[src/hw/rtl/acv_pkg.sv]
// Shared constants, widths and the arctangent table for the anomaly converter.
// No dependencies; every other file of the block imports this package.
package acv_pkg;

  localparam int ACV_ANGLE_BITS = 32;   // default angle width of the ports' scale
  localparam int CORDIC_STEPS   = 30;
  localparam int DIV_STEPS      = 30;
  localparam int SQRT_STEPS     = 31;
  localparam int CW             = 34;   // CORDIC datapath width, signed
  localparam int DW             = 64;   // divider remainder and divisor width
  localparam int SW             = 62;   // square root working width

  localparam logic signed [CW-1:0] ONE_Q30  = CW'(64'sd1073741824);
  localparam logic signed [CW-1:0] HALF_TRN = CW'(64'sd2147483648);
  localparam logic signed [CW-1:0] GAIN_Q30 = CW'(64'sd652032874);

  // atan(2^-i) in 2^32-per-turn units
  function automatic logic [31:0] atan_turn(input int i);
    logic [31:0] r;
    case (i)
      0:  r = 32'd536870912;
      1:  r = 32'd316933406;
      2:  r = 32'd167458908;
      3:  r = 32'd85004756;
      4:  r = 32'd42667331;
      5:  r = 32'd21354465;
      6:  r = 32'd10679838;
      7:  r = 32'd5340245;
      8:  r = 32'd2670163;
      9:  r = 32'd1335087;
      10: r = 32'd667544;
      11: r = 32'd333772;
      12: r = 32'd166886;
      13: r = 32'd83443;
      14: r = 32'd41722;
      15: r = 32'd20861;
      16: r = 32'd10430;
      17: r = 32'd5215;
      18: r = 32'd2608;
      19: r = 32'd1304;
      20: r = 32'd652;
      21: r = 32'd326;
      22: r = 32'd163;
      23: r = 32'd81;
      24: r = 32'd41;
      25: r = 32'd20;
      26: r = 32'd10;
      27: r = 32'd5;
      28: r = 32'd3;
      29: r = 32'd1;
      default: r = 32'd0;
    endcase
    return r;
  endfunction

endpackage

[src/hw/rtl/acv_div_cell.sv]
// One restoring division step: shift remainder, compare, subtract, shift in bit.
// Depends on acv_pkg for the datapath width.
module acv_div_cell #(
  parameter int QW     = 30,
  parameter int SIDE_W = 1
) (
  input  logic                      clk_i,
  input  logic                      rst_ni,
  input  logic                      en_i,
  input  logic                      valid_i,
  input  logic [acv_pkg::DW-1:0]    r_i,
  input  logic [acv_pkg::DW-1:0]    d_i,
  input  logic [QW-1:0]             q_i,
  input  logic [SIDE_W-1:0]         side_i,
  output logic                      valid_o,
  output logic [acv_pkg::DW-1:0]    r_o,
  output logic [acv_pkg::DW-1:0]    d_o,
  output logic [QW-1:0]             q_o,
  output logic [SIDE_W-1:0]         side_o
);
  import acv_pkg::*;

  logic [DW-1:0] r2;
  logic          ge;

  // a remainder that enters below the divisor stays below it, so the shift never overflows
  always_comb begin
    r2 = {r_i[DW-2:0], 1'b0};
    ge = r2 >= d_i;
  end

  always_ff @(posedge clk_i or negedge rst_ni) begin
    if (!rst_ni) begin
      valid_o <= 1'b0;
    end else if (en_i) begin
      valid_o <= valid_i;
    end
  end

  always_ff @(posedge clk_i) begin
    if (en_i) begin
      r_o    <= ge ? r2 - d_i : r2;
      d_o    <= d_i;
      q_o    <= {q_i[QW-2:0], ge};
      side_o <= side_i;
    end
  end

endmodule

[config.mk]
export PLATFORM = sky130hd
export DESIGN_NAME = acv_div_cell
export DESIGN_NICKNAME = d
export VERILOG_FILES = /design/src/hw/rtl/acv_pkg.sv /design/src/hw/rtl/acv_div_cell.sv
export SDC_FILE = /design/constraint.sdc
export NUM_CORES = 1
export LEC_CHECK = 0
export BUFFER_PORTS_ARGS = -buffer_cell sky130_fd_sc_hd__buf_2
export CAP_MARGIN = 25
export CORE_ASPECT_RATIO = 1.1
export CORE_MARGIN = 2
export CORE_UTILIZATION = 55
export CTS_CLUSTER_SIZE = 12
export DETAILED_ROUTE_END_ITERATION = 7
export PLACE_DENSITY = 0.87
export SETUP_SLACK_MARGIN = 0.02
export SLEW_MARGIN = 20
export SYNTH_ARGS = -nofsm -noshare
export SYNTH_HDL_FRONTEND = slang
export SYNTH_SLANG_ARGS = --single-unit
[constraint.sdc]
create_clock -name clk_i -period 1.34 [get_ports clk_i]
set_clock_uncertainty 0.15 [all_clocks]
set_input_delay 0.268 -clock clk_i [delete_from_list [all_inputs] [get_ports clk_i]]
set_output_delay 0.268 -clock clk_i [all_outputs]
set_load 0.01 [all_outputs]
==> summary.md, run 1 <==
| Metric | Value |
|---|---|
| Placed cells | about 1.7k |
| First Err | [ERROR GRT-0116] Global routing finished with congestion. Check the congestion regions in the DRC Viewer. |
| Post-synthesis register bit count | between 150 and 200 |
| Exit stage | global routing |
| Synth area leaders | edfxtp_1, ha_1, nand2_1 |
| Largest net degree at the start of global routing | 26 |
| Outcome | stopped before the end |
| PortBufs | 320 |
| Clock buffer count from CTS | 17 |
| H-tree Lvls | 4 |
| Area after DPL | between 10000 and 15000 µm² |
| Placed wire-length estimate | ~25 mm |
| Top cell type's share of synthesized area | 49.8% |
| Dominant synthesized flop cell | edfxtp_1 |
| Post-synth cell types | 65 |
| Clk sink count | 160 |
| CTS Buffer Depth | 2 |
| Sequential share of the synthesized area | 50.0% |
| Synthesized cell area | between 9000 and 10000 µm² |
| CTS Root Cell | clkbuf_16 |
| Die Ht | between 100 and 150 µm |
| Yosys warning count | 0 |
| Post-Syn Area per Cell | around 10 µm² |
| Initial core utilization | between 50% and 60% |
| Vias in the first global route | 14.9k |
| Synthesized Nets | approximately 1.2k |
| Final GP Congestion | 0.922 |
| Synth async-reset ratio | less than 1% |
| Post-synth EDFFs | about 160 |
| Total GRT Usage | ~63% |
| Leading area contributor after synthesis | edfxtp_1 |
| Top Ports | 323 |
| Grt total ovfl | 4 |
| Die width | about 130 µm |
| First-pass GRT wire length | 86.6 mm |
| Gate Count Post-Synth | approximately 940 |
| Row cnt | 50 |
==> stage by stage <==
step / util [%] / TNS, ps / hold slack (ps) / worst slack, ps
2_1_floorplan: - / -93800 / -178 / -1670
3_3_place_gp: 80.0 / -118630 / -107 / -1930
3_5_place_dp: 80.0 / -119470 / -104 / -1950
4_1_cts: 96.7 / -88890 / 0.0344 / -1410
==> cell families after synthesis <==
logic type      count (synthesis)  synth area share (%)
fa+ha+maj                      65                  8.56
xor+xnor                       59                  5.39
buf+inv                       123                  5.26
compound gates                285                  18.3
flops                         160                  50.0
simple gates                  242                  11.8
mux                             5                 0.574
==> cells in the mapped netlist (all sizes together), types with 6 or more instances <==
master / n
edfxtp: 159
nand2: 110
o21ai: 100
a21oi: 83
inv: 77
ha: 64
nor2: 42
a21o: 38
xnor2: 34
buf: 27
nand4: 27
xor2: 25
clkbuf: 19
nor3: 13
o21bai: 13
nand2b: 10
and3: 9
a31oi: 8
nand3: 8
o21a: 8
o31ai: 6
==> routing by layer <==
| metal | track usage (%) | GRT overflow |
|---|---|---|
| met1 | 60.1 | 0 |
| met5 | 8.12 | 0 |
| met3 | 36.4 | 0 |
| met4 | 69.0 | 2 |
| met2 | 89.9 | 2 |
==> what timing repair did <==
item,4_1_cts
pin swaps,56
cloned,6
hold buffers,106
gates resized for setup,182
buffers inserted,32
endpoints found under the setup margin,225
endpoints found under the hold margin,105
==> run 2: changes to the inputs <==
CORE_ASPECT_RATIO = unset   (was 1.1)
CORE_UTILIZATION = 40   (was 55)
CTS_CLUSTER_SIZE = unset   (was 12)
PLACE_DENSITY = unset   (was 0.87)
PLACE_DENSITY_LB_ADDON = 0.15   (was unset)
SETUP_SLACK_MARGIN = unset   (was 0.02)
==> summary.md, run 2 <==
| Metric | Value |
|---|---|
| VDD IR max | 0.848 mV |
| Outcome | finished with violations |
| Die width | about 160 µm |
| Worst-path clk slew | roughly 70 ps |
| Final GP Congestion | between 0.8 and 0.9 |
| Max-Cap Viols | 0 |
| Initial core utilization | between 40 and 50% |
| Vias in the first global route | around 10k |
| TritonCTS clock tree | yes |
| Drt via density | 5.06 |
| Gate Count Post-Synth | 939 |
| Final core occ | 74.5% |
| Pwr Density | between 1000 and 1500 nW/µm² |
| Failing checks | setup timing |
| Post-synth top cells | edfxtp_1, nand2_1, a21oi_1 |
| Fin worst setup slack | -1510 ps |
| Reg2Reg Depth | 1 |
| Worst setup path startpoint | d_i[1] |
| Share of total power in sequential cells | a little over a third |
| FF-to-FF Start | valid_o |
| CTS Root Cell | clkbuf_16 |
| Psw | around 5.9 mW |
| Internal power | approximately 12 mW |
| CP endpoint kind | register |
| PortBufs | 320 |
| Yosys warning count | 0 |
| Vias post-DR | between 10k and 15k |
| Final setup TNS | -91020 ps |
| Core ar. | approximately 23000 µm² |
| Total wire length | 34.5 mm |
| Synth async-reset ratio | less than 1% |
| Final setup vio count | around 210 |
| Skew-Pair Late Insertion Delay | around 430 ps |
| Placed wire-length estimate | approximately 24 mm |
| RSZ-0062 raised after global routing | true |
| Final hold vios | 0 |
| Power share of the clock group | roughly 27% |
| Most numerous cell in the Yosys netlist | edfxtp_1 |
| P_leak | 7.93 nW |
| Largest regs | d_o x64, r_o x64, q_o x30 |
| Commonest cells after routing, fill and taps aside | buf_2, buf_4, edfxtp_1 |
| Die Ht | around 160 µm |
| H-tree Lvls | 4 |
| Largest net degree at the start of global routing | 21 |
| Arr. time, crit path | approximately 2900 ps |
| Row cnt | 56 |
| Hold Path Depth | 3 |
| Fraction of layout cells with a size suffix above 1 | a little over half |
| Post-Syn Area per Cell | 10.2 µm² |
| Synth area leaders | edfxtp_1, ha_1, nand2_1 |
| First-pass GRT wire length | about 53 mm |
| Synthesized Nets | around 1.2k |
| HP Start | r_i[43] |
| Area after DPL | ~14000 µm² |
| Max frequency | 351 MHz |
| Layout Nets | ~1.9k |
| Detail Route Antenna Nets | 0 |
| Slew headroom | 62.1% |
| Area growth syn-to-layout | 82.4% |
| Final Cycle Share | 213% |
| Final Max Tran Viols | 0 |
| Initial antenna violation count | 5 |
| HP Class | input pin to register |
| Top Ports | approximately 320 |
| Post-synth EDFFs | between 150 and 200 |
| Post-synthesis register bit count | 160 |
| Worst hold margin | 7.24 ps |
| Leading area contributor after synthesis | edfxtp_1 |
| Commonest non-fill, non-tap cell in the layout | buf_2 |
| First drt pass iteration count | 5 |
| Clk sink count | 160 |
| Minimum clock period | 2850 ps |
| Drc violations | 0 |
| Total power draw | approximately 18 mW |
| Worst slew pin tran | between 500 and 600 ps |
| Sequential share of the synthesized area | between 50% and 60% |
| Final Cell Area | around 17000 µm² |
| Critical path class | input pin to register |
| Top cell type's share of synthesized area | about half |
| Critical path fanouts, max | 4 |
| Post-synth cell types | 65 |
| Critical path required time | 1370 ps |
| Synthesized cell area | 9590 µm² |
| Clock buffer count from CTS | 17 |
| Dominant synthesized flop cell | edfxtp_1 |
| DIE AREA | approximately 25000 µm² |
| CTS Buffer Depth | 2 |
| Pre-CTS WS | -1980 ps |
| Placed cells | 1801 |
| Part of the power in combinational logic | 38.0% |
| DR WL/cell | between 15 and 20 µm |
| Total GRT Usage | a little over a quarter |
| Grt total ovfl | 0 |
| Sw frac | roughly a third |
| Crit path launch type | input pin |
| Fin cells | between 1.5k and 2k |
| Initial DRC Count | 670 |
run 2: cell counts after synthesis:
Identical to the previous run, type by type.
run 2: path summary, 6_finish.rpt:
| kind | end | slack (ps) |
|---|---|---|
| min | r_o[44] | 7 |
| max in group asynchronous | valid_o | 400 |
| max | r_o[59] | -1510 |
| min reg2reg | valid_o | 370 |
| min in group asynchronous | valid_o | 520 |
| max reg2reg | valid_o | 450 |
run 2: critical path, cell delays in order:
cell,delay [ps]
buf_8,110
inv_8,50
ha_4,180
and2b_1,170
o21a_1,190
o21a_1,230
or3b_4,390
o31a_4,300
a21oi_4,210
o31ai_4,130
a211oi_4,290
nor3_1,90
a221o_1,260
run 2: what timing repair did:
item | in CTS | in global routing
gates cloned | 11 | 3
hold buffers | 111 | 0
setup endpoints to repair | 225 | 225
resized for setup | 168 | 148
hold endpoints to repair | 110 | 0
pin swaps | 53 | 44
setup buffers | 27 | 19
run 2: power by group through the flow:
stage          combinational (mW)  sequential (mW)  clock [mW]
2_1_floorplan                2.26             6.70           0
3_3_place_gp                 4.93             6.40           0
3_5_place_dp                 4.98             6.39           0
4_1_cts                      6.25             6.29        4.95
5_1_grt                      7.33             6.34        5.13
6_report                     6.84             6.29        4.88
run 2: metal layers:
layer | global-route usage, % | vias up | share of wire [%]
met5 | 0 | - | 0.15
met4 | 7.67 | 6 | 2.2
met3 | 4.78 | 66 | 5.4
met2 | 46.2 | 361 | 50
met1 | 33.1 | 4779 | 42
li1 | - | 4900 | -
run 2: cell families (layout without fill, tap and decap cells):
kind of cell               count (synthesis)  in the layout  synth area share [%]
AOI/OAI and AO/OA                        285            286                  18.3
and+or+nand+nor                          242            242                  11.8
DFF                                      160            160                  50.0
buffers and inverters                    123            861                  5.26
adders and majority gates                 65             65                  8.56
xor gates and xnor gates                  59             59                  5.39
muxes                                      5              5                 0.574
other                                      0              2                     0
run 2: final cells by class:
cell class	count	area [µm²]
repair buffers	752	5740
diodes	2	5.00
flip-flops and latches	160	4800
well taps	319	399
fillers	1619	5980
clock inverters	15	150
inverters	77	337
multi-input cells	657	5640
clock buffers	17	425
(Power assumes the default switching activity.)
