<file path="src/hw/rtl/acv_pkg.sv">
// Shared constants, widths and the arctangent table for the anomaly converter.
// No dependencies; every other file of the block imports this package.
package acv_pkg;

  localparam int ACV_ANGLE_BITS = 32;   // default angle width of the ports' scale
  localparam int CORDIC_STEPS   = 30;
  localparam int DIV_STEPS      = 30;
  localparam int SQRT_STEPS     = 31;
  localparam int CW             = 34;   // CORDIC datapath width, signed
  localparam int DW             = 64;   // divider remainder and divisor width
  localparam int SW             = 62;   // square root working width

  localparam logic signed [CW-1:0] ONE_Q30  = CW'(64'sd1073741824);
  localparam logic signed [CW-1:0] HALF_TRN = CW'(64'sd2147483648);
  localparam logic signed [CW-1:0] GAIN_Q30 = CW'(64'sd652032874);

  // atan(2^-i) in 2^32-per-turn units
  function automatic logic [31:0] atan_turn(input int i);
    logic [31:0] r;
    case (i)
      0:  r = 32'd536870912;
      1:  r = 32'd316933406;
      2:  r = 32'd167458908;
      3:  r = 32'd85004756;
      4:  r = 32'd42667331;
      5:  r = 32'd21354465;
      6:  r = 32'd10679838;
      7:  r = 32'd5340245;
      8:  r = 32'd2670163;
      9:  r = 32'd1335087;
      10: r = 32'd667544;
      11: r = 32'd333772;
      12: r = 32'd166886;
      13: r = 32'd83443;
      14: r = 32'd41722;
      15: r = 32'd20861;
      16: r = 32'd10430;
      17: r = 32'd5215;
      18: r = 32'd2608;
      19: r = 32'd1304;
      20: r = 32'd652;
      21: r = 32'd326;
      22: r = 32'd163;
      23: r = 32'd81;
      24: r = 32'd41;
      25: r = 32'd20;
      26: r = 32'd10;
      27: r = 32'd5;
      28: r = 32'd3;
      29: r = 32'd1;
      default: r = 32'd0;
    endcase
    return r;
  endfunction

endpackage

</file>
<file path="src/hw/rtl/acv_sqrt_cell.sv">
// One step of the bitwise integer square root at a fixed trial bit.
// Depends on acv_pkg for the datapath width.
module acv_sqrt_cell #(
  parameter int BIT_POS = 60,
  parameter int SIDE_W  = 1
) (
  input  logic                   clk_i,
  input  logic                   rst_ni,
  input  logic                   en_i,
  input  logic                   valid_i,
  input  logic [acv_pkg::SW-1:0] v_i,
  input  logic [acv_pkg::SW-1:0] res_i,
  input  logic [SIDE_W-1:0]      side_i,
  output logic                   valid_o,
  output logic [acv_pkg::SW-1:0] v_o,
  output logic [acv_pkg::SW-1:0] res_o,
  output logic [SIDE_W-1:0]      side_o
);
  import acv_pkg::*;

  localparam logic [SW-1:0] TBIT = SW'(1) << BIT_POS;

  logic [SW-1:0] trial;
  logic          ge;

  always_comb begin
    trial = res_i + TBIT;
    ge    = v_i >= trial;
  end

  always_ff @(posedge clk_i or negedge rst_ni) begin
    if (!rst_ni) begin
      valid_o <= 1'b0;
    end else if (en_i) begin
      valid_o <= valid_i;
    end
  end

  always_ff @(posedge clk_i) begin
    if (en_i) begin
      v_o    <= ge ? v_i - trial : v_i;
      res_o  <= ge ? (res_i >> 1) + TBIT : res_i >> 1;
      side_o <= side_i;
    end
  end

endmodule
</file>
<file path="config.mk">
export PLATFORM = sky130hd
export DESIGN_NAME = acv_sqrt_cell
export DESIGN_NICKNAME = d
export VERILOG_FILES = /design/src/hw/rtl/acv_pkg.sv /design/src/hw/rtl/acv_sqrt_cell.sv
export SDC_FILE = /design/constraint.sdc
export NUM_CORES = 1
export LEC_CHECK = 0
export ABC_AREA = 1
export ABC_CLOCK_PERIOD_IN_PS = 800
export BUFFER_PORTS_ARGS = -buffer_cell sky130_fd_sc_hd__buf_2
export CAP_MARGIN = 30
export CORE_MARGIN = 4
export CORE_UTILIZATION = 32
export CTS_CLUSTER_DIAMETER = 50
export CTS_CLUSTER_SIZE = 10
export DETAILED_ROUTE_END_ITERATION = 12
export SYNTH_ARGS = -nofsm -noshare
export SYNTH_HDL_FRONTEND = slang
export SYNTH_SLANG_ARGS = --single-unit
export TNS_END_PERCENT = 30
</file>
<file path="constraint.sdc">
create_clock -name clk_i -period 0.8 [get_ports clk_i]
set_input_delay 0.2 -clock clk_i [delete_from_list [all_inputs] [get_ports clk_i]]
set_output_delay 0.2 -clock clk_i [all_outputs]
set_load 0.02 [all_outputs]
</file>
Word level (Yosys, flattened, before mapping)
Index checks and enable logic that the tools add are counted.

word-level totals
  register bits = 126
  output and inout bits = 126
  logic and storage cells = 11

operators by class
  add/sub/neg operators = 3
  $lt $le $gt $ge = 1
  mux-type cells = 2

operators with widths
  cell                                                               number
  61-bit by 61-bit adder with 62-bit output (second input constant)  1
  62-bit by 61-bit adder with 62-bit output (second input constant)  1
  62-bit >= comparator                                               1
  62-bit two-way mux                                                 1
  62-bit subtractor                                                  1
  61-bit two-way mux                                                 1

Longest topological paths before layout
Gate-level depths: netlist of run 1.

  depth in word-level cells = 3
  mapped depth = 18
  mapped depth without buffers = 17

Least setup slack after synthesis of run 1
OpenSTA, ideal clock, no wires.

  path type = input port to flip-flop
  start = input port v_i[0] in the netlist's numbering
  end = register v_o[27] in the netlist's numbering, data pin
  data arrival time = 1.958 ns
  data required time = 0.547 ns
  path slack = -1.411 ns
  stages on the path = 18
  path buffers = 2
  cell sequence = inv_1 > ha_1 > inv_1 > fa_1 > nand3_1 > nand3_2 > nand2_1 > nand2_1 > nand2_1 > nand2_2 > nand2_1 > nand2_1 > nand2_1 > nand3_2 > buf_8 > buf_12 > nand2_1 > nand2_1

on the way
  word-level cells in the longest chain between the ends = 2
  elaborated cells between the ends (all ways) = 3
  classes of those cells = 1 x add/sub; 1 x order compare; 1 x mux

ends and longest elaborated chain
  element                                                           line                                      source
  from (decl)                                                       acv_sqrt_cell.sv:11                       input logic [acv_pkg::SW-1:0] v_i,
  62-bit subtractor / 62-bit >= comparator (equally long branches)  acv_sqrt_cell.sv:41, acv_sqrt_cell.sv:28
  62-bit two-way mux *                                              acv_sqrt_cell.sv:41                       v_o <= ge ? v_i - trial : v_i;
  to (signal assigned)                                              acv_sqrt_cell.sv:41
  to (decl)                                                         acv_sqrt_cell.sv:15                       output logic [acv_pkg::SW-1:0] v_o,

Mark *: on every way between the ends. The rest lies on a longest branch, timed or not.
A chain may end at the register's enable or synchronous reset.

Final worst setup path of run 1
  start = input port v_i[39] in the netlist's numbering
  end = register res_o[60] in the netlist's numbering, data pin

on the way
  word-level cells in the longest chain between the ends = 2

ends and longest elaborated chain
  element               line                 source
  62-bit >= comparator  acv_sqrt_cell.sv:28  ge = v_i >= trial;
  61-bit two-way mux    acv_sqrt_cell.sv:42  res_o <= ge ? (res_i >> 1) + TBIT : res_i >> 1;
  to (signal assigned)  acv_sqrt_cell.sv:42
  to (decl)             acv_sqrt_cell.sv:16  output logic [acv_pkg::SW-1:0] res_o,

Every way passes these cells.

==> flow_summary.yaml, run 1 <==
sta:
  finClkSkew_ps: 0
  final.period_utilization: 2.54
  count_of_final_hold_check_violations: 0
  unrepaired_setup_endpoints_after_global_routing: "true"
  worst_slew_margin_rel: 0.724
  minimum_clock_period_after_layout_ps: 2030
  final_max_slew_viol_count: 0
  fin_worst_hold_slack_ps: 53.0
  finalWorstSetupSlack_ps: -1230
  max_freq_mhz: 492
  finalSetupViolations: 190
  setup_total_negative_slack_ps: -119780
  tightest_slew_ps: 410
finish:
  finish.net_count: 2548
  synthToLayoutAreaGrowth_pct: 78.6
  post_route_insts_no_fill: 2817
  final_core_utilization: 0.581
  post_route_cells_drive_above_1_share: 0.462
  n_antenna_cell: 0
cts:
  tritoncts.num_buffers: 17
  clkTransAtPathRegs_ps: 70
  tritoncts_num_sinks: 126
  tritoncts: "built"
  worstSkewPairLatency_ps: 440
  cts_htree_levels: 4
  clock-root-buffer: "sky130_fd_sc_hd__clkbuf_16"
  clock_tree.buffer_depth: 2
setup_path:
  setup.worst_path.class: "in -> reg"
  crit_top_cell: "sky130_fd_sc_hd__buf_6"
  cp_data_required_time_ps: 1020
  slowest_delay_ps: 260
  worstSetupEndpointType: "flip-flop"
  timing.critical_path.cells: "buf_6, ha_4, buf_6, nand2_8, nor2_4, inv_2, nor3_4, nand2_2, buf_6, nor3_4, nand2_2, nand3_4, buf_8, buf_12, nand2_4, inv_2, nor2_1"
  worst-endpoint-arrival_ps: 2250
  family_with_the_most_delay_on_the_worst_path: "simple AND/OR/NAND/NOR gates"
  cp_num_buf_inv: 7
  path_max_fanout: 6
  timing.critical_path.slowest_stage_cell: "sky130_fd_sc_hd__ha_4"
  critPathLaunchType: "input port"
synthesis:
  syn_inst: 1658
  synthesis.area_per_instance_sq_um: 6.60
  synth_enable_flop_cells: 125
  synthDominantAreaCellType: "sky130_fd_sc_hd__edfxtp_1"
  synth-seq-cells: 126
  synthFlopType: "sky130_fd_sc_hd__edfxtp_1"
  ys_seq_area_frac: 0.345
  synth_top_area_frac: 0.343
  synth-async-reset-ratio: 0.00794
  yosys-top-cells-area: "sky130_fd_sc_hd__edfxtp_1 (34%), sky130_fd_sc_hd__nand2_1 (23%), sky130_fd_sc_hd__inv_1 (13%)"
  ys.warnings.count: 0
  post_synth_num_cell_types: 36
  syn-num-nets: 1850
  syn-cell-area_sq_mm: 0.0109
global_routing:
  global_route_wire_length_before_repair_microns: 68500
  grt.overflow.total: 0
  grt_pass1_vias: 12487
  number_of_antenna_violations_at_the_first_check_in_global_routing: 0
  grt.busiest_layer: "met2"
  grtUsageMet3: 0.0456
  grt_start_max_net_pins: 33
  gr-usage-met2: 0.396
  grt_met1_use: 0.328
  grt_util_all_layers: 0.244
power_and_ir_drop:
  power_density_mw_per_mm2: 1560
  p_leak_nw: 10.4
  ir_worst_vdd_v: 0.00161
run:
  maxCapViolCount: 0
floorplan:
  rows: 67
  floorplan.die.width_microns: 193
  floorplan.die.height_microns: 193
  initial_core_utilization: 0.325
  io_pins: 255
  die-area_sq_mm: 0.0372
  floorplan.core_area_sq_mm: 0.0336
place:
  dp.final_hpwl_microns: 35600
  placedCellCount: 2654
  buffer_ports.inserted: 254
  preCtsSetupSlack_ps: -1690
  globalplace.congestion: 0.935
routing:
  finalWirelength_microns: 50700
  viasPerCell: 4.64
  num_vias: 13062
  post-route-drc-count: 0
  drt_first_pass_iters: 6
  wl_per_cell_microns: 18.0
  final_antenna_net_count: 0
  drt-initial-drc-count: 942
min_path:
  min-delay-path-class: "in -> reg"
outcome:
  run_status: "complete, but fails checks"
  violations: "setup timing"
==> power by group <==
part	internal (mW)	switching (mW)	leakage, nW	total (mW)
combinational	6.07	7.84	8.87	13.9
sequential	8.26	0.207	1.23	8.47
clock	4.87	3.22	0.284	8.09
==> area by class of cell <==
type	instances	area [sq um]
timing repair buffer	698	5470
fill	3052	14100
clock inverter	15	170
multi-input combinational	1131	7680
clock buffer	17	425
sequential	126	3780
inverter	382	1450
tap	448	561
==> Yosys cell counts (2+ instances only) <==
master                       n
sky130_fd_sc_hd__clkbuf_1    6
sky130_fd_sc_hd__a21oi_1    39
sky130_fd_sc_hd__nor3_1     12
sky130_fd_sc_hd__nor2_4      3
sky130_fd_sc_hd__nand3_2    21
sky130_fd_sc_hd__and2_1      4
sky130_fd_sc_hd__buf_12      2
sky130_fd_sc_hd__ha_1       62
sky130_fd_sc_hd__nor3_4      2
sky130_fd_sc_hd__nand4_1    18
sky130_fd_sc_hd__buf_6       9
sky130_fd_sc_hd__nand3_1   130
sky130_fd_sc_hd__nand3b_1    2
sky130_fd_sc_hd__nand2_1   664
sky130_fd_sc_hd__nor3_2      3
sky130_fd_sc_hd__o21ai_0     5
sky130_fd_sc_hd__edfxtp_1  125
sky130_fd_sc_hd__nor2_1    104
sky130_fd_sc_hd__inv_1     372
sky130_fd_sc_hd__nor2_2      5
sky130_fd_sc_hd__nand2_2    15
sky130_fd_sc_hd__inv_2       8
sky130_fd_sc_hd__nor4_1      3
sky130_fd_sc_hd__clkinv_1    2
sky130_fd_sc_hd__xor2_1     31
==> cell families after synthesis <==
group                    Yosys count  synth area share
multiplexers                       1           0.00103
adder cells (fa/ha/maj)           63            0.0727
AO/OA/AOI/OAI                     47            0.0221
buffers and inverters            401             0.148
XOR/XNOR                          32            0.0256
AND/OR/NAND/NOR                  988             0.385
flip-flops                       126             0.345
==> flip-flops by register name, summed over array words and instances, names as in the netlist <==
| name | cells |
|---|---|
| res_o | 62 |
| valid_o | 1 |
| v_o | 62 |
| side_o | 1 |
==> per-layer routing <==
| layer | share of wire | routed length (microns) |
|---|---|---|
| met5 | 0 | 0 |
| met4 | 0.030 | 1510 |
| met3 | 0.060 | 3030 |
| met2 | 0.47 | 23700 |
| met1 | 0.44 | 22500 |
==> path summary, 6_finish.rpt <==
kind                           start   endpoint  cells past startpoint  slack (ps)
max in group asynchronous     rst_ni    valid_o                      2         630
setup reg to reg             valid_o    valid_o                      1          50
min in group asynchronous     rst_ni    valid_o                      2          80
setup / recovery             v_i[39]  res_o[60]                     17       -1230
hold / removal             res_i[18]  res_o[17]                      2          50
hold reg to reg              valid_o    valid_o                      1         520
==> repair_timing <==
item | 4_1_cts | 5_1_grt
pin swaps | 22 | 131
endpoints found under the setup margin | 190 | 190
buffers inserted | 28 | 28
cloned | 7 | 14
endpoints found under the hold margin | 61 | 0
gates resized for setup | 180 | 339
hold buffers | 61 | 0
==> cells in the final DEF, fill, tap and decap left out, types with 24 or more instances in the layout <==
| cell type | n |
|---|---|
| sky130_fd_sc_hd__nand3_1 | 59 |
| sky130_fd_sc_hd__dlygate4sd3_1 | 61 |
| sky130_fd_sc_hd__buf_2 | 242 |
| sky130_fd_sc_hd__inv_2 | 35 |
| sky130_fd_sc_hd__nor2_2 | 26 |
| sky130_fd_sc_hd__a21oi_1 | 24 |
| sky130_fd_sc_hd__nand3_2 | 76 |
| sky130_fd_sc_hd__buf_6 | 26 |
| sky130_fd_sc_hd__nand2_4 | 39 |
| sky130_fd_sc_hd__edfxtp_1 | 125 |
| sky130_fd_sc_hd__xor2_1 | 28 |
| sky130_fd_sc_hd__nor2_4 | 28 |
| sky130_fd_sc_hd__nand2_2 | 115 |
| sky130_fd_sc_hd__ha_4 | 52 |
| sky130_fd_sc_hd__buf_4 | 328 |
| sky130_fd_sc_hd__nor2_1 | 58 |
| sky130_fd_sc_hd__inv_1 | 342 |
| sky130_fd_sc_hd__nand2_1 | 524 |
| sky130_fd_sc_hd__clkbuf_16 | 27 |
==> through the flow <==
| stage | area (sq um) | power [mW] |
|---|---|---|
| 2_1_floorplan | 11000 | 13.9 |
| 3_3_place_gp | 15100 | 18.5 |
| 3_5_place_dp | 15100 | 18.6 |
| 4_1_cts | 17600 | 28.1 |
| 5_1_grt | 19500 | 32.0 |
| 6_report | 19500 | 30.5 |
Power figures use the tool's default switching activity.
==> run 2, diff against run 1 <==
ABC_CLOCK_PERIOD_IN_PS = default   (was 800)
SETUP_SLACK_MARGIN = 0.5   (was default)
==> flow_summary.yaml, run 2 (same netlist as run 1, synthesis figures left out) <==
outcome:
  run_status: "complete, but fails checks"
  violations: "hold timing, setup timing"
finish:
  registers_with_the_most_flip_flops: "res_o x62, v_o x62"
  synthToLayoutAreaGrowth_pct: 73.8
  post_route_insts_no_fill: 2772
  multiInputGateArea_sq_mm: 0.00726
  ff_latch_area_sq_mm: 0.00378
  post_route_cells_drive_above_1_share: 0.453
  design_area_sq_mm: 0.0190
  fillerInstances: 3122
  mostFrequentLayoutCells: "sky130_fd_sc_hd__nand2_1 (550), sky130_fd_sc_hd__inv_1 (342), sky130_fd_sc_hd__buf_4 (331), sky130_fd_sc_hd__buf_2 (199), sky130_fd_sc_hd__edfxtp_1 (125)"
  mostFrequentLayoutCell: "sky130_fd_sc_hd__nand2_1"
  finish.net_count: 2503
  n_antenna_cell: 0
routing:
  wl_per_cell_microns: 17.2
  viasPerCell: 4.56
  drt-initial-drc-count: 851
  finalWirelength_microns: 47600
  num_vias: 12636
  drt_first_pass_iters: 5
  final_antenna_net_count: 0
  post-route-drc-count: 0
global_routing:
  grt_met1_use: 0.340
  global_route_wire_length_before_repair_microns: 70000
  gr-usage-met2: 0.411
  number_of_antenna_violations_at_the_first_check_in_global_routing: 0
  grt.busiest_layer: "met2"
  grt_start_max_net_pins: 51
  grt_pass1_vias: 12602
  grt.overflow.total: 0
  grt_util_all_layers: 0.248
  grtUsageMet3: 0.0369
sta:
  final.period_utilization: 2.42
  finalSetupViolations: 190
  count_of_final_hold_check_violations: 57
  minimum_clock_period_after_layout_ps: 1930
  finClkSkew_ps: 0
  tightest_slew_ps: 367
  unrepaired_setup_endpoints_after_global_routing: "true"
  worst_slew_margin_rel: 0.752
  fin_worst_hold_slack_ps: -70.6
  finalWorstSetupSlack_ps: -1130
  max_freq_mhz: 517
  final_max_slew_viol_count: 0
floorplan:
  die-area_sq_mm: 0.0372
  io_pins: 255
  rows: 67
  floorplan.core_area_sq_mm: 0.0336
  initial_core_utilization: 0.325
  floorplan.die.height_microns: 193
  floorplan.die.width_microns: 193
setup_path:
  setup.worst_path.class: "in -> reg"
  critPathLaunchType: "input port"
  path_max_fanout: 5
  worstSetupEndpointType: "flip-flop"
  cp_data_required_time_ps: 1000
  worst-endpoint-arrival_ps: 2130
min_path:
  min-delay-path-class: "in -> reg"
cts:
  tritoncts_num_sinks: 126
  clock-root-buffer: "sky130_fd_sc_hd__clkbuf_16"
  tritoncts: "built"
  clock_tree.buffer_depth: 2
  clkTransAtPathRegs_ps: 60
  worstSkewPairLatency_ps: 440
  tritoncts.num_buffers: 17
  cts-hold-fix-buffers: 1
  cts_htree_levels: 4
place:
  buffer_ports.inserted: 254
  detailed_place.area_sq_mm: 0.0152
  globalplace.congestion: 0.921
  placedCellCount: 2665
  dp.final_hpwl_microns: 36200
power_and_ir_drop:
  total_power_mw: 30.2
  ir_worst_vdd_v: 0.00145
  power_density_mw_per_mm2: 1590
  p_leak_nw: 10.2
run:
  maxCapViolCount: 0
==> run 2: cell types whose count changed in the layout (fill, tap and decap cells not counted), moves of 6 or more <==
cell                            change
sky130_fd_sc_hd__buf_16             +7
sky130_fd_sc_hd__clkbuf_16          -6
sky130_fd_sc_hd__buf_6             +50
sky130_fd_sc_hd__nand3_1           +14
sky130_fd_sc_hd__nand2_4           -12
sky130_fd_sc_hd__ha_1               +7
sky130_fd_sc_hd__nand2_1           +26
sky130_fd_sc_hd__nor2_4             -9
sky130_fd_sc_hd__nand2_2           -13
sky130_fd_sc_hd__buf_2             -43
sky130_fd_sc_hd__nor2_1             +8
sky130_fd_sc_hd__ha_4               -7
sky130_fd_sc_hd__nand3_2           -11
sky130_fd_sc_hd__dlygate4sd3_1     -60
==> run 2: worst paths after layout <==
path | startpoint | to | slack (ps) | depth (start not counted)
min reg2reg | valid_o | valid_o | 530 | 1
max in group asynchronous | rst_ni | valid_o | 650 | 2
min in group asynchronous | rst_ni | valid_o | 60 | 2
min | res_i[39] | res_o[38] | -70 | 1
max | v_i[51] | v_o[51] | -1130 | 15
max reg2reg | valid_o | valid_o | 20 | 1
==> run 2: metal layers <==
| layer | vias up | part of all wire |
|---|---|---|
| li1 | 6399 | - |
| met1 | 5848 | 0.46 |
| met2 | 328 | 0.46 |
| met3 | 61 | 0.057 |
| met4 | 0 | 0.022 |
| met5 | - | 0 |
==> run 2: worst max-delay path: stages <==
cell	delay (ps)
sky130_fd_sc_hd__buf_2	120
sky130_fd_sc_hd__ha_1	310
sky130_fd_sc_hd__buf_4	170
sky130_fd_sc_hd__nand2_1	70
sky130_fd_sc_hd__nand2_2	70
sky130_fd_sc_hd__a21oi_2	160
sky130_fd_sc_hd__nand2_1	100
sky130_fd_sc_hd__nand2_1	80
sky130_fd_sc_hd__nand2_2	70
sky130_fd_sc_hd__a21oi_4	150
sky130_fd_sc_hd__nand3_4	150
sky130_fd_sc_hd__buf_6	170
sky130_fd_sc_hd__clkbuf_16	170
sky130_fd_sc_hd__nand3_4	80
sky130_fd_sc_hd__nand2_2	60
==> run 2: metrics by stage <==
step	hold slack, ps	setup TNS (ps)	utilization	worst slack (ps)
floorplan	-95.6	-82590	-	-1320
global placement	-25.9	-125670	0.451	-1840
detailed placement	-24.9	-125880	0.451	-1830
CTS	-97.5	-115930	0.538	-1050
global route	-95.2	-127440	0.566	-1220
finish	-70.6	-116430	0.566	-1130
==> run 2: cell type report <==
cell class,instances,area share
Clock buffer,17,0.0224
Clock inverter,15,0.00908
Inverter,382,0.0770
Multi-Input combinational cell,1131,0.382
Sequential cell,126,0.199
Tap cell,448,0.0295
Timing Repair Buffer,653,0.281
==> run 2: power by group <==
group / switching (mW) / internal (mW) / total, mW
logic: 7.45 / 6.13 / 13.6
clock network: 3.21 / 4.87 / 8.08
registers: 0.267 / 8.28 / 8.54
total: 10.9 / 19.3 / 30.2
==> run 2: what timing repair did <==
action / in CTS / in global routing
endpoints found under the hold margin: 59 / 57
setup endpoints to repair: 316 / 316
gates cloned: 10 / 4
setup buffers: 52 / 8
resized for setup: 355 / 189
pin swaps: 53 / 63
