File: src/hw/rtl/acv_pkg.sv
// Shared constants, widths and the arctangent table for the anomaly converter.
// No dependencies; every other file of the block imports this package.
package acv_pkg;

  localparam int ACV_ANGLE_BITS = 32;   // default angle width of the ports' scale
  localparam int CORDIC_STEPS   = 30;
  localparam int DIV_STEPS      = 30;
  localparam int SQRT_STEPS     = 31;
  localparam int CW             = 34;   // CORDIC datapath width, signed
  localparam int DW             = 64;   // divider remainder and divisor width
  localparam int SW             = 62;   // square root working width

  localparam logic signed [CW-1:0] ONE_Q30  = CW'(64'sd1073741824);
  localparam logic signed [CW-1:0] HALF_TRN = CW'(64'sd2147483648);
  localparam logic signed [CW-1:0] GAIN_Q30 = CW'(64'sd652032874);

  // atan(2^-i) in 2^32-per-turn units
  function automatic logic [31:0] atan_turn(input int i);
    logic [31:0] r;
    case (i)
      0:  r = 32'd536870912;
      1:  r = 32'd316933406;
      2:  r = 32'd167458908;
      3:  r = 32'd85004756;
      4:  r = 32'd42667331;
      5:  r = 32'd21354465;
      6:  r = 32'd10679838;
      7:  r = 32'd5340245;
      8:  r = 32'd2670163;
      9:  r = 32'd1335087;
      10: r = 32'd667544;
      11: r = 32'd333772;
      12: r = 32'd166886;
      13: r = 32'd83443;
      14: r = 32'd41722;
      15: r = 32'd20861;
      16: r = 32'd10430;
      17: r = 32'd5215;
      18: r = 32'd2608;
      19: r = 32'd1304;
      20: r = 32'd652;
      21: r = 32'd326;
      22: r = 32'd163;
      23: r = 32'd81;
      24: r = 32'd41;
      25: r = 32'd20;
      26: r = 32'd10;
      27: r = 32'd5;
      28: r = 32'd3;
      29: r = 32'd1;
      default: r = 32'd0;
    endcase
    return r;
  endfunction

endpackage

File: src/hw/rtl/acv_cordic_cell.sv
// One CORDIC micro-rotation stage, rotation or vectoring mode, with sideband.
// Depends on acv_pkg for widths and the arctangent table.
module acv_cordic_cell #(
  parameter int STEP   = 0,
  parameter bit VECTOR = 1'b0,
  parameter int SIDE_W = 1
) (
  input  logic                        clk_i,
  input  logic                        rst_ni,
  input  logic                        en_i,
  input  logic                        valid_i,
  input  logic signed [acv_pkg::CW-1:0] x_i,
  input  logic signed [acv_pkg::CW-1:0] y_i,
  input  logic signed [acv_pkg::CW-1:0] z_i,
  input  logic [SIDE_W-1:0]           side_i,
  output logic                        valid_o,
  output logic signed [acv_pkg::CW-1:0] x_o,
  output logic signed [acv_pkg::CW-1:0] y_o,
  output logic signed [acv_pkg::CW-1:0] z_o,
  output logic [SIDE_W-1:0]           side_o
);
  import acv_pkg::*;

  localparam logic signed [CW-1:0] ATAN = signed'({2'b00, atan_turn(STEP)});

  logic signed [CW-1:0] dx, dy, x_d, y_d, z_d;
  logic                 pos;

  // direction: sign of residual angle, or of y when vectoring
  always_comb begin
    dx  = y_i >>> STEP;
    dy  = x_i >>> STEP;
    pos = VECTOR ? y_i[CW-1] : ~z_i[CW-1];
    if (pos) begin
      x_d = x_i - dx;
      y_d = y_i + dy;
      z_d = z_i - ATAN;
    end else begin
      x_d = x_i + dx;
      y_d = y_i - dy;
      z_d = z_i + ATAN;
    end
  end

  always_ff @(posedge clk_i or negedge rst_ni) begin
    if (!rst_ni) begin
      valid_o <= 1'b0;
    end else if (en_i) begin
      valid_o <= valid_i;
    end
  end

  always_ff @(posedge clk_i) begin
    if (en_i) begin
      x_o    <= x_d;
      y_o    <= y_d;
      z_o    <= z_d;
      side_o <= side_i;
    end
  end

endmodule

File: config.mk
export PLATFORM = sky130hd
export DESIGN_NAME = acv_cordic_cell
export DESIGN_NICKNAME = d
export VERILOG_FILES = /design/src/hw/rtl/acv_pkg.sv /design/src/hw/rtl/acv_cordic_cell.sv
export SDC_FILE = /design/constraint.sdc
export NUM_CORES = 1
export LEC_CHECK = 0
export BUFFER_PORTS_ARGS = -buffer_cell sky130_fd_sc_hd__buf_4
export CAP_MARGIN = 20
export CELL_PAD_IN_SITES_DETAIL_PLACEMENT = 0
export CELL_PAD_IN_SITES_GLOBAL_PLACEMENT = 1
export CORE_AREA = 3 3 177 179
export CTS_CLUSTER_DIAMETER = 200
export DETAILED_ROUTE_END_ITERATION = 10
export DIE_AREA = 0 0 180 182
export PLACE_DENSITY = 0.68
export RECOVER_POWER = 25
export SLEW_MARGIN = 20
export SYNTH_ARGS = -nofsm -noshare
export SYNTH_HDL_FRONTEND = slang
export SYNTH_SLANG_ARGS = --single-unit
export TNS_END_PERCENT = 50
File: constraint.sdc
create_clock -name clk_i -period 1.1 [get_ports clk_i]
set_clock_uncertainty 0.1 [all_clocks]
set_input_delay 0.165 -clock clk_i [delete_from_list [all_inputs] [get_ports clk_i]]
set_output_delay 0.165 -clock clk_i [all_outputs]
set_load 0.05 [all_outputs]
# Yosys cells after proc, flatten, opt, wreduce, memory -nomap -nowiden
# Cells that the tools add are included.
totals:
  inputBits: 107
  ff_bits: 104
op_classes:
  add_sub_neg: 5
  muxes: 3
ops:
  columns: ["cell", "n"]
  rows:
  - ["two-way mux 34 bit", 3]
  - ["subtractor 34 bit", 2]
  - ["adder 34 x 31 -> 34 bit (second input constant)", 1]
  - ["adder 34 bit", 1]
  - ["subtractor 34 x 31 -> 34 bit (second input constant)", 1]

# Longest topological paths before layout
# Gate-level depths: netlist of the first run.
depth:
  depth_word: 2
  ltp_mapped: 13
  mapped_depth_nobuf: 13

# Least setup slack after synthesis of the first run
# OpenSTA, ideal clock, no wires.
synth_path:
  kind: "input to register"
  startpoint: "input x_i[2] (netlist bit)"
  endpoint: "register x_o[32] (netlist bit) (data pin)"
  required_time_ns: 0.738
  path_stages: 13
  setup_ns: 0.262
  t_arrival_ns: 2.425
  slack_ns: -1.687
  path_buffers: 1
  cell_sequence: "inv_1 ha_1 clkbuf_2 nand2b_1 a221oi_1 o311a_1 and3_1 nand3_1 a31oi_2 a22oi_1 o311ai_2 a21oi_1 xor2_1"
synth_between:
  elab_chain_cells: 2
  elab_cells_between_ends: 3
synth_rtl:
  columns: ["item", "line_no", "text"]
  rows:
  - ["from (decl)", "acv_cordic_cell.sv:12", "input logic signed [acv_pkg::CW-1:0] x_i,"]
  - ["subtractor 34 bit / adder 34 bit (equally long branches)", "acv_cordic_cell.sv:35, acv_cordic_cell.sv:39", null]
  - ["two-way mux 34 bit (*)", "acv_cordic_cell.sv:34", "if (pos) begin"]
  - ["named net x_d[32]", "acv_cordic_cell.sv:26", "logic signed [CW-1:0] dx, dy, x_d, y_d, z_d;"]
  - ["to (signal assigned)", "acv_cordic_cell.sv:55", "x_o <= x_d;"]
  - ["to (decl)", "acv_cordic_cell.sv:17", "output logic signed [acv_pkg::CW-1:0] x_o,"]
# The timed path passes the listed nets; every way through them passes the cells marked *.
# A chain may end at the register's enable or synchronous reset.

# Final worst setup path of the first run
layout_path:
  startpoint: "input y_i[0] (netlist bit)"
  endpoint: "register x_o[26] (netlist bit) (data pin)"
layout_between:
  elab_chain_cells: 2
  elab_cells_between_ends: 3
layout_rtl:
  columns: ["item", "line_no", "text"]
  rows:
  - ["from (decl)", "acv_cordic_cell.sv:13", "input logic signed [acv_pkg::CW-1:0] y_i,"]
  - ["subtractor 34 bit / adder 34 bit (equally long branches)", "acv_cordic_cell.sv:35, acv_cordic_cell.sv:39", null]
  - ["two-way mux 34 bit (*)", "acv_cordic_cell.sv:34", null]
  - ["named net x_d[26]", "acv_cordic_cell.sv:26", null]
# Marked as above.

==> flow_summary_export.csv, run 1 <==
group,metric,value,unit
run_status,run_status,"complete, but fails checks",
run_status,failing_checks,"setup timing",
floorplanning,row_count,63,
floorplanning,start_util,30.04,%
hold_path,hold-path-endpoint,"z_o[30]",
global_route,wire_length_of_the_first_global_routing_pass,53690,um
logic_synthesis,yosys_warnings,0,
global_route,grt_util_met1,27.29,%
logic_synthesis,synth.ff_latch_count,103,
logic_synthesis,synth.net_count,1202,
global_route,grt.met3_usage,3.065,%
floorplanning,fp.dieW,180,um
sta,worst_pin_slew,524.6,ps
global_route,number_of_antenna_violations_at_the_first_check_in_global_routing,1,
cells_and_area,drive_above_1_share,54.94,%
pwr,ir_drop,0.7590,mV
route,post_drt_wl_per_cell,17.52,um
logic_synthesis,yosys.area.top_type,"sky130_fd_sc_hd__edfxtp_1",
logic_synthesis,synth_largest_type_area_fraction,34.31,%
critical_path,reg2regPathDepth,1,
pwr,finalPower,19.23,mW
sta,minimum_clock_period,2630,ps
pwr,leakage,7.394,nW
floorplanning,die_h,182,um
critical_path,critical_path.endpoint_type,"flop",
run,reported_max_cap_violation_count,0,
floorplanning,dieArea,32760,sq um
global_route,groute.usage.overall,20.49,%
route,drcViolationCount,0,
logic_synthesis,synth-edff-count,102,
floorplanning,core-area,29720,sq um
sta,maxSlewHeadroom,64.73,%
global_route,grt_start_max_net_pins,46,
global_route,grt_overflow_total,0,
clocking,clock_latency,360,ps
clocking,clock_sink_count,103,
route,drt_pass1_iterations,6,
pwr,power_density,1158,nW/um^2
clocking,cts_tree,"done",
clocking,cts_max_level,3,
logic_synthesis,postSynthCellCount,988,
hold_path,min_delay_path_depth,2,
sta,final_hold_viol_count,0,
critical_path,regToRegEndpoint,"valid_o",
place,dpl.hpwl,27210,um
critical_path,worstPathMaxFanout,2,
logic_synthesis,synth_seq_area_share,34.59,%
global_route,gr_busiest_metal,"met2",
route,via_per_inst,4.847,
clocking,cts_made_buffers,9,
cells_and_area,antennaDiodeCount,0,
critical_path,r2r_slack,220,ps
route,totalWireLength,34870,um
clocking,clk_transition_reported_paths,100,ps
floorplanning,io_pins,211,
clocking,max-clock-path-buffers,2,
critical_path,timing.critical_path.arrival,2750,ps
hold_path,hp-start,"z_i[30]",
logic_synthesis,synth_async_sr_flop_share,0.9709,%
cells_and_area,final_core_utilization,55.85,%
sta,finalMaxSlewViolations,0,
sta,worst_slack,-1530,ps
sta,final.period_utilization,239.1,%
clocking,cts-root-buf,"sky130_fd_sc_hd__clkbuf_16",
global_route,grt_pass1_vias,9896,
critical_path,crit_path_start_kind,"input pin",
sta,setup_viol,171,
sta,max_freq,380.3,MHz
logic_synthesis,syn-cell-area,8927,sq um
critical_path,worstPathRequired,1220,ps
logic_synthesis,post_synth.cell_area_avg,9.036,sq um
global_route,gr-usage-met2,35.26,%
place,gpl.final_weighted_congestion,0.9013,
sta,grt_setup_unrepaired,"true",
cells_and_area,synthToLayoutAreaGrowth,85.91,%
critical_path,crit_type,"in2reg",
route,detailedRoute.firstIterationViolations,462,
cells_and_area,design.final.nets,1809,
logic_synthesis,synth.top_cells.by_area,"sky130_fd_sc_hd__edfxtp_1 34%, sky130_fd_sc_hd__ha_1 14%, sky130_fd_sc_hd__a21oi_1 7.1%, sky130_fd_sc_hd__xnor2_1 5.7%, sky130_fd_sc_hd__inv_1 4.4%",
critical_path,critical_path.reg2reg.startpoint,"valid_o",
logic_synthesis,ys_types,76,
route,vias,9646,
route,drt.antenna.violating_nets,0,
logic_synthesis,yosys_most_used_dff,"sky130_fd_sc_hd__edfxtp_1",
place,port_buffers,210,
hold_path,worst_min_delay_path_category,"in2reg",
-- routing by layer --
layer / wire (um) / vias to the layer above
met3: 1626 / 43
met5: 0 / -
met1: 15720 / 4591
met4: 712 / 0
li1: - / 4730
met2: 16820 / 282
-- worst max-delay path by stage --
stage | startpoint | end | slack (ps)
floorplan | x_i[3] | x_o[33] | -1590
global placement | x_i[0] | x_o[30] | -1960
detailed placement | x_i[8] | x_o[31] | -2010
CTS | x_i[0] | x_o[26] | -1500
global route | x_i[0] | x_o[32] | -1610
finish | y_i[0] | x_o[26] | -1530
-- through the flow --
| stage | instances | hold WS (ps) | area (sq um) | setup TNS [ps] | worst slack [ps] |
|---|---|---|---|---|---|
| 4_1_cts | 1975 | 83.96 | 16080 | -79430 | -1496 |
| 6_report | 1990 | 101.9 | 16600 | -79730 | -1530 |
| 3_5_place_dp | 1899 | -159.0 | 13870 | -102100 | -2009 |
| 5_1_grt | 1990 | 99.07 | 16600 | -87950 | -1614 |
| 2_1_floorplan | 988 | -230.6 | 9420 | -70850 | -1590 |
| 3_3_place_gp | 1899 | -159.6 | 13870 | -101330 | -1957 |
-- critical path, cell delays in order --
cell,delay (ps)
sky130_fd_sc_hd__buf_8,100
sky130_fd_sc_hd__buf_4,130
sky130_fd_sc_hd__ha_4,150
sky130_fd_sc_hd__fa_2,360
sky130_fd_sc_hd__nor2b_2,160
sky130_fd_sc_hd__o21ai_2,80
sky130_fd_sc_hd__a22o_2,230
sky130_fd_sc_hd__o31a_1,330
sky130_fd_sc_hd__o41ai_4,310
sky130_fd_sc_hd__a311oi_2,170
sky130_fd_sc_hd__nand2_1,140
sky130_fd_sc_hd__a31oi_1,90
sky130_fd_sc_hd__o21ai_1,140
sky130_fd_sc_hd__xor2_1,190
-- logic make-up after synthesis --
| group | after synthesis | share of synthesized area (%) |
|---|---|---|
| compound gates | 325 | 22.93 |
| xor+xnor | 67 | 6.573 |
| fa+ha+maj | 107 | 15.33 |
| buf+inv | 152 | 7.456 |
| flops | 103 | 34.59 |
| mux | 19 | 2.144 |
| simple gates | 215 | 10.97 |
-- synth_stat cells, types with 3 or more instances --
library cell                count
sky130_fd_sc_hd__xor2_1         9
sky130_fd_sc_hd__inv_2          5
sky130_fd_sc_hd__inv_1        104
sky130_fd_sc_hd__nand3_1       11
sky130_fd_sc_hd__mux2i_1       18
sky130_fd_sc_hd__o21ai_0       62
sky130_fd_sc_hd__o221ai_1       3
sky130_fd_sc_hd__or3_1          4
sky130_fd_sc_hd__o211ai_1      10
sky130_fd_sc_hd__nor3_1        19
sky130_fd_sc_hd__buf_2          9
sky130_fd_sc_hd__a211oi_1      11
sky130_fd_sc_hd__clkbuf_1      11
sky130_fd_sc_hd__a211o_1        3
sky130_fd_sc_hd__xnor2_1       58
sky130_fd_sc_hd__ha_1         103
sky130_fd_sc_hd__edfxtp_1     102
sky130_fd_sc_hd__o21a_1         7
sky130_fd_sc_hd__a2111oi_0      6
sky130_fd_sc_hd__o31ai_1       10
sky130_fd_sc_hd__o21ai_1        4
sky130_fd_sc_hd__nor4_1        10
sky130_fd_sc_hd__o21bai_1      27
sky130_fd_sc_hd__or2_2          3
sky130_fd_sc_hd__nand2b_1       7
sky130_fd_sc_hd__fa_1           4
sky130_fd_sc_hd__nor2_1        89
sky130_fd_sc_hd__buf_6          4
sky130_fd_sc_hd__buf_4          7
sky130_fd_sc_hd__nand4_1        7
sky130_fd_sc_hd__a21oi_1      127
sky130_fd_sc_hd__nand2_1       48
sky130_fd_sc_hd__nor2b_1        7
sky130_fd_sc_hd__buf_1          7
sky130_fd_sc_hd__a31oi_1        4
sky130_fd_sc_hd__a21o_1        19
-- what timing repair did --
item                                    in CTS  in global routing
hold buffers                                33                  0
endpoints found under the hold margin       32                  0
endpoints found under the setup margin     172                172
gates resized for setup                    340                104
pin swaps                                  119                 79
setup buffers                               31                 24
-- cell type report --
| cell class | count | area [sq um] |
|---|---|---|
| Fill cell | 2633 | 13120 |
| Clock buffer | 9 | 225.2 |
| Clock inverter | 7 | 66.31 |
| Timing Repair Buffer | 638 | 5559 |
| Sequential cell | 103 | 3088 |
| Tap cell | 390 | 488.0 |
| Inverter | 110 | 467.9 |
| Multi-Input combinational cell | 733 | 6703 |
-- state kept, by name (all words and copies together) (netlist names) --
name	count
y_o	33
z_o	34
valid_o	1
side_o	1
x_o	34
-- placed cells by master, fill, tap and decap left out, drive strengths merged, types with 9 or more instances in the layout --
master       instances
o21ai               66
o211ai              10
a21o                19
a211oi              12
xor2                 9
inv                113
clkbuf              14
xnor2               58
nor3                19
ha                 103
mux2i               18
o31ai               11
buf                600
a21oi              129
nor2                89
nand3               11
nor4                11
dlygate4sd3         33
edfxtp             102
o21bai              28
nand2               48
-- report_power, final --
group	internal (mW)	switching [mW]	total, mW
clock	1.60	1.79	3.39
sequential	5.07	0.289	5.36
combinational	4.73	5.74	10.5
No activity file was read; power rests on OpenSTA's default activity.
==> run 2, diff against run 1 <==
ABC_AREA = 1   (was default)
CORE_AREA = 3 3 192 194   (was 3 3 177 179)
DIE_AREA = 0 0 195 197   (was 0 0 180 182)
PLACE_DENSITY = 0.69   (was 0.68)
==> run 2 against run 1 <==
  * Via count up 26%
  * Largest cell class unchanged
  * Die area is 17% higher
  * Fmax grew 49%
  * Critical path type unchanged
  * Highest routed layer unchanged
  * Largest power group unchanged
  * The flow still finishes with violations (setup timing)
  * Clock power rose by 7.7%
  * Synthesized area up 18%
  * Global-route usage increased by 2.6 points
==> flow_summary_export.csv, run 2 <==
group,metric,value,unit
run_status,run_status,"complete, but fails checks",
run_status,failing_checks,"setup timing",
route,via_per_inst,4.807,
sta,max_freq,565.3,MHz
critical_path,crit_type,"in2reg",
cells_and_area,multi_input_comb_area,9321,sq um
cells_and_area,synthToLayoutAreaGrowth,85.16,%
logic_synthesis,synth_largest_type_area_fraction,28.97,%
place,port_buffers,210,
floorplanning,dieArea,38420,sq um
place,dpl.hpwl,36580,um
sta,maxSlewHeadroom,61.32,%
hold_path,worst_min_delay_path_category,"in2reg",
critical_path,worst_path_most_repeated_cell,"sky130_fd_sc_hd__buf_6",
critical_path,regToRegEndpoint,"valid_o",
clocking,clock_latency,370,ps
cells_and_area,layout_commonest_cell,"sky130_fd_sc_hd__buf_4",
hold_path,min_delay_path_depth,2,
logic_synthesis,top_count_cell_post_synth,"sky130_fd_sc_hd__nand2_1",
cells_and_area,seqCellArea,3088,sq um
sta,fin_setup_tns,-46660,ps
global_route,grt_overflow_total,0,
floorplanning,fp.dieW,195,um
sta,finalMaxSlewViolations,0,
critical_path,r2r_slack,250,ps
sta,final.period_utilization,160.8,%
sta,minimum_clock_period,1769,ps
global_route,groute.usage.overall,23.05,%
pwr,power_density,1051,nW/um^2
cells_and_area,final_core_utilization,55.31,%
cells_and_area,layout.cells.most_common_list,"362 x sky130_fd_sc_hd__buf_4, 238 x sky130_fd_sc_hd__nand2_1, 164 x sky130_fd_sc_hd__buf_6",
place,place.detailed.instances,2425,
floorplanning,start_util,29.87,%
route,detailedRoute.firstIterationViolations,554,
logic_synthesis,synth.net_count,1728,
critical_path,worstPathMaxFanout,6,
route,drcViolationCount,0,
floorplanning,die_h,197,um
clocking,clk_transition_reported_paths,90,ps
logic_synthesis,postSynthCellCount,1514,
floorplanning,io_pins,211,
sta,worst_pin_slew,580.2,ps
cells_and_area,antennaDiodeCount,0,
critical_path,critical_path.endpoint_type,"flop",
clocking,cts-root-buf,"sky130_fd_sc_hd__clkbuf_16",
route,post_drt_wl_per_cell,17.85,um
cells_and_area,reg.largest.list,"x_o: 34 flops, z_o: 34 flops, y_o: 33 flops",
logic_synthesis,yosys-top-cells-count,"397 x sky130_fd_sc_hd__nand2_1, 206 x sky130_fd_sc_hd__inv_1, 141 x sky130_fd_sc_hd__nand3_1",
logic_synthesis,synth_seq_area_share,29.20,%
critical_path,critical_path_cell_by_cell,"buf_8 > inv_4 > ha_4 > buf_12 > a21oi_4 > o21ai_4 > buf_6 > a21oi_2 > nand2_2 > buf_6 > xor2_1 > nand2_1 > o21ai_1",
logic_synthesis,synth.ff_latch_count,103,
cells_and_area,design.final.nets,2284,
pwr,leakage,9.047,nW
hold_path,hold-path-endpoint,"valid_o",
sta,finalHoldWorstSlack,44.35,ps
logic_synthesis,yosys.area.top_type,"sky130_fd_sc_hd__edfxtp_1",
hold_path,hp-start,"en_i",
critical_path,reg2regPathDepth,1,
global_route,wire_length_of_the_first_global_routing_pass,69320,um
critical_path,timing.critical_path.depth,13,
cells_and_area,drive_above_1_share,56.67,%
logic_synthesis,post_synth.cell_area_avg,6.984,sq um
route,vias,12190,
route,drt_pass1_iterations,5,
critical_path,critical_path.reg2reg.startpoint,"valid_o",
critical_path,timing.critical_path.arrival,1800,ps
route,totalWireLength,45260,um
cells_and_area,final_cell_count_no_fill,2536,
clocking,cts_max_level,3,
critical_path,crit_path_start_kind,"input pin",
sta,worst_slack,-668.9,ps
sta,grt_setup_unrepaired,"true",
critical_path,critPathBufInv,5,
clocking,max-clock-path-buffers,2,
place,gpl.final_weighted_congestion,0.9095,
cells_and_area,num-fill-cells,3263,
logic_synthesis,syn-cell-area,10570,sq um
route,drt.antenna.violating_nets,0,
critical_path,crit_slowest_cell,"sky130_fd_sc_hd__a21oi_4",
logic_synthesis,yosys_most_used_dff,"sky130_fd_sc_hd__edfxtp_1",
global_route,grt_start_max_net_pins,42,
global_route,grt_pass1_vias,12660,
logic_synthesis,ys_types,49,
run,reported_max_cap_violation_count,0,
floorplanning,row_count,69,
critical_path,worst_path_largest_cell_delay,240,ps
logic_synthesis,synth_async_sr_flop_share,0.9709,%
clocking,cts_made_buffers,9,
floorplanning,core-area,35400,sq um
critical_path,worstPathRequired,1130,ps
clocking,clock_sink_count,103,
sta,setup_viol,168,
logic_synthesis,synth.top_cells.by_area,"sky130_fd_sc_hd__edfxtp_1 29%, sky130_fd_sc_hd__nand2_1 14%, sky130_fd_sc_hd__ha_1 12%, sky130_fd_sc_hd__inv_1 7.3%, sky130_fd_sc_hd__nand3_1 6.7%",
logic_synthesis,yosys_warnings,0,
critical_path,critPathTopFamily,"buffers and inverters",
sta,final_hold_viol_count,0,
pwr,ir_drop,0.7953,mV
global_route,number_of_antenna_violations_at_the_first_check_in_global_routing,0,
logic_synthesis,synth-edff-count,102,
place,place_worst_setup_slack,-1219,ps
clocking,cts_tree,"done",
run 2: cell count changes in the layout (fill, tap and decap cells not counted), moves of 42 or more:
cell,change
sky130_fd_sc_hd__buf_4,-70
sky130_fd_sc_hd__inv_1,+49
sky130_fd_sc_hd__inv_2,+42
sky130_fd_sc_hd__nand2_1,+201
sky130_fd_sc_hd__nand2_2,+111
sky130_fd_sc_hd__nand2_4,+42
sky130_fd_sc_hd__nand3_1,+92
sky130_fd_sc_hd__nor2_4,+42
sky130_fd_sc_hd__xnor2_1,-47
run 2: what timing repair did:
action	CTS	global route
gates cloned	0	0
setup endpoints to repair	168	168
hold buffers	34	0
resized for setup	497	284
endpoints found under the hold margin	34	0
pin swaps	171	150
setup buffers	45	27
run 2: area by class of cell:
cell class	instances	area share, %
clock inverter	6	0.4410
timing repair buffer	589	27.31
sequential	103	15.77
tap	461	2.946
clock buffer	10	1.169
multi-input combinational	1153	47.61
inverter	214	4.755
run 2: metrics by stage:
step,area [sq um],total power [mW]
6_report,19580,20.58
4_1_cts,18360,19.79
3_5_place_dp,15520,14.42
2_1_floorplan,11550,10.68
3_3_place_gp,15520,14.39
5_1_grt,19580,21.67
run 2: cell families (layout without fill, tap and decap cells):
group	count (synthesis)	in the layout	share of synthesized area [%]
xor gates and xnor gates	27	27	2.236
muxes	3	3	0.2958
buffers and inverters	258	819	10.34
and+or+nand+nor	740	740	30.10
adders and majority gates	107	107	12.95
AOI/OAI and AO/OA	276	276	14.87
DFF	103	103	29.20
run 2: worst max path at each step:
stage | startpoint | end | slack [ps]
floorplan | x_i[0] | x_o[32] | -700
global placement | y_i[19] | x_o[33] | -1200
detailed placement | y_i[19] | x_o[20] | -1220
CTS | x_i[5] | y_o[25] | -590
global route | x_i[6] | y_o[33] | -730
finish | x_i[3] | x_o[12] | -670
run 2: power breakdown:
| group | switching, mW | leakage [nW] | total (mW) | internal [mW] |
|---|---|---|---|---|
| Clock | 1.81 | 0.154 | 3.65 | 1.84 |
| Sequential | 0.242 | 1.01 | 5.19 | 4.95 |
| Combinational | 6.82 | 7.88 | 11.7 | 4.92 |
run 2: layer usage:
| layer | GRT usage (%) | vias up | part of all wire, % | wire length [um] |
|---|---|---|---|---|
| met2 | 39.58 | 252 | 48 | 21820 |
| li1 | - | 6092 | - | - |
| met3 | 2.342 | 53 | 3.3 | 1503 |
| met5 | 0 | - | 0 | 0 |
| met4 | 6.892 | 0 | 2.2 | 998 |
| met1 | 30.84 | 5794 | 46 | 20940 |
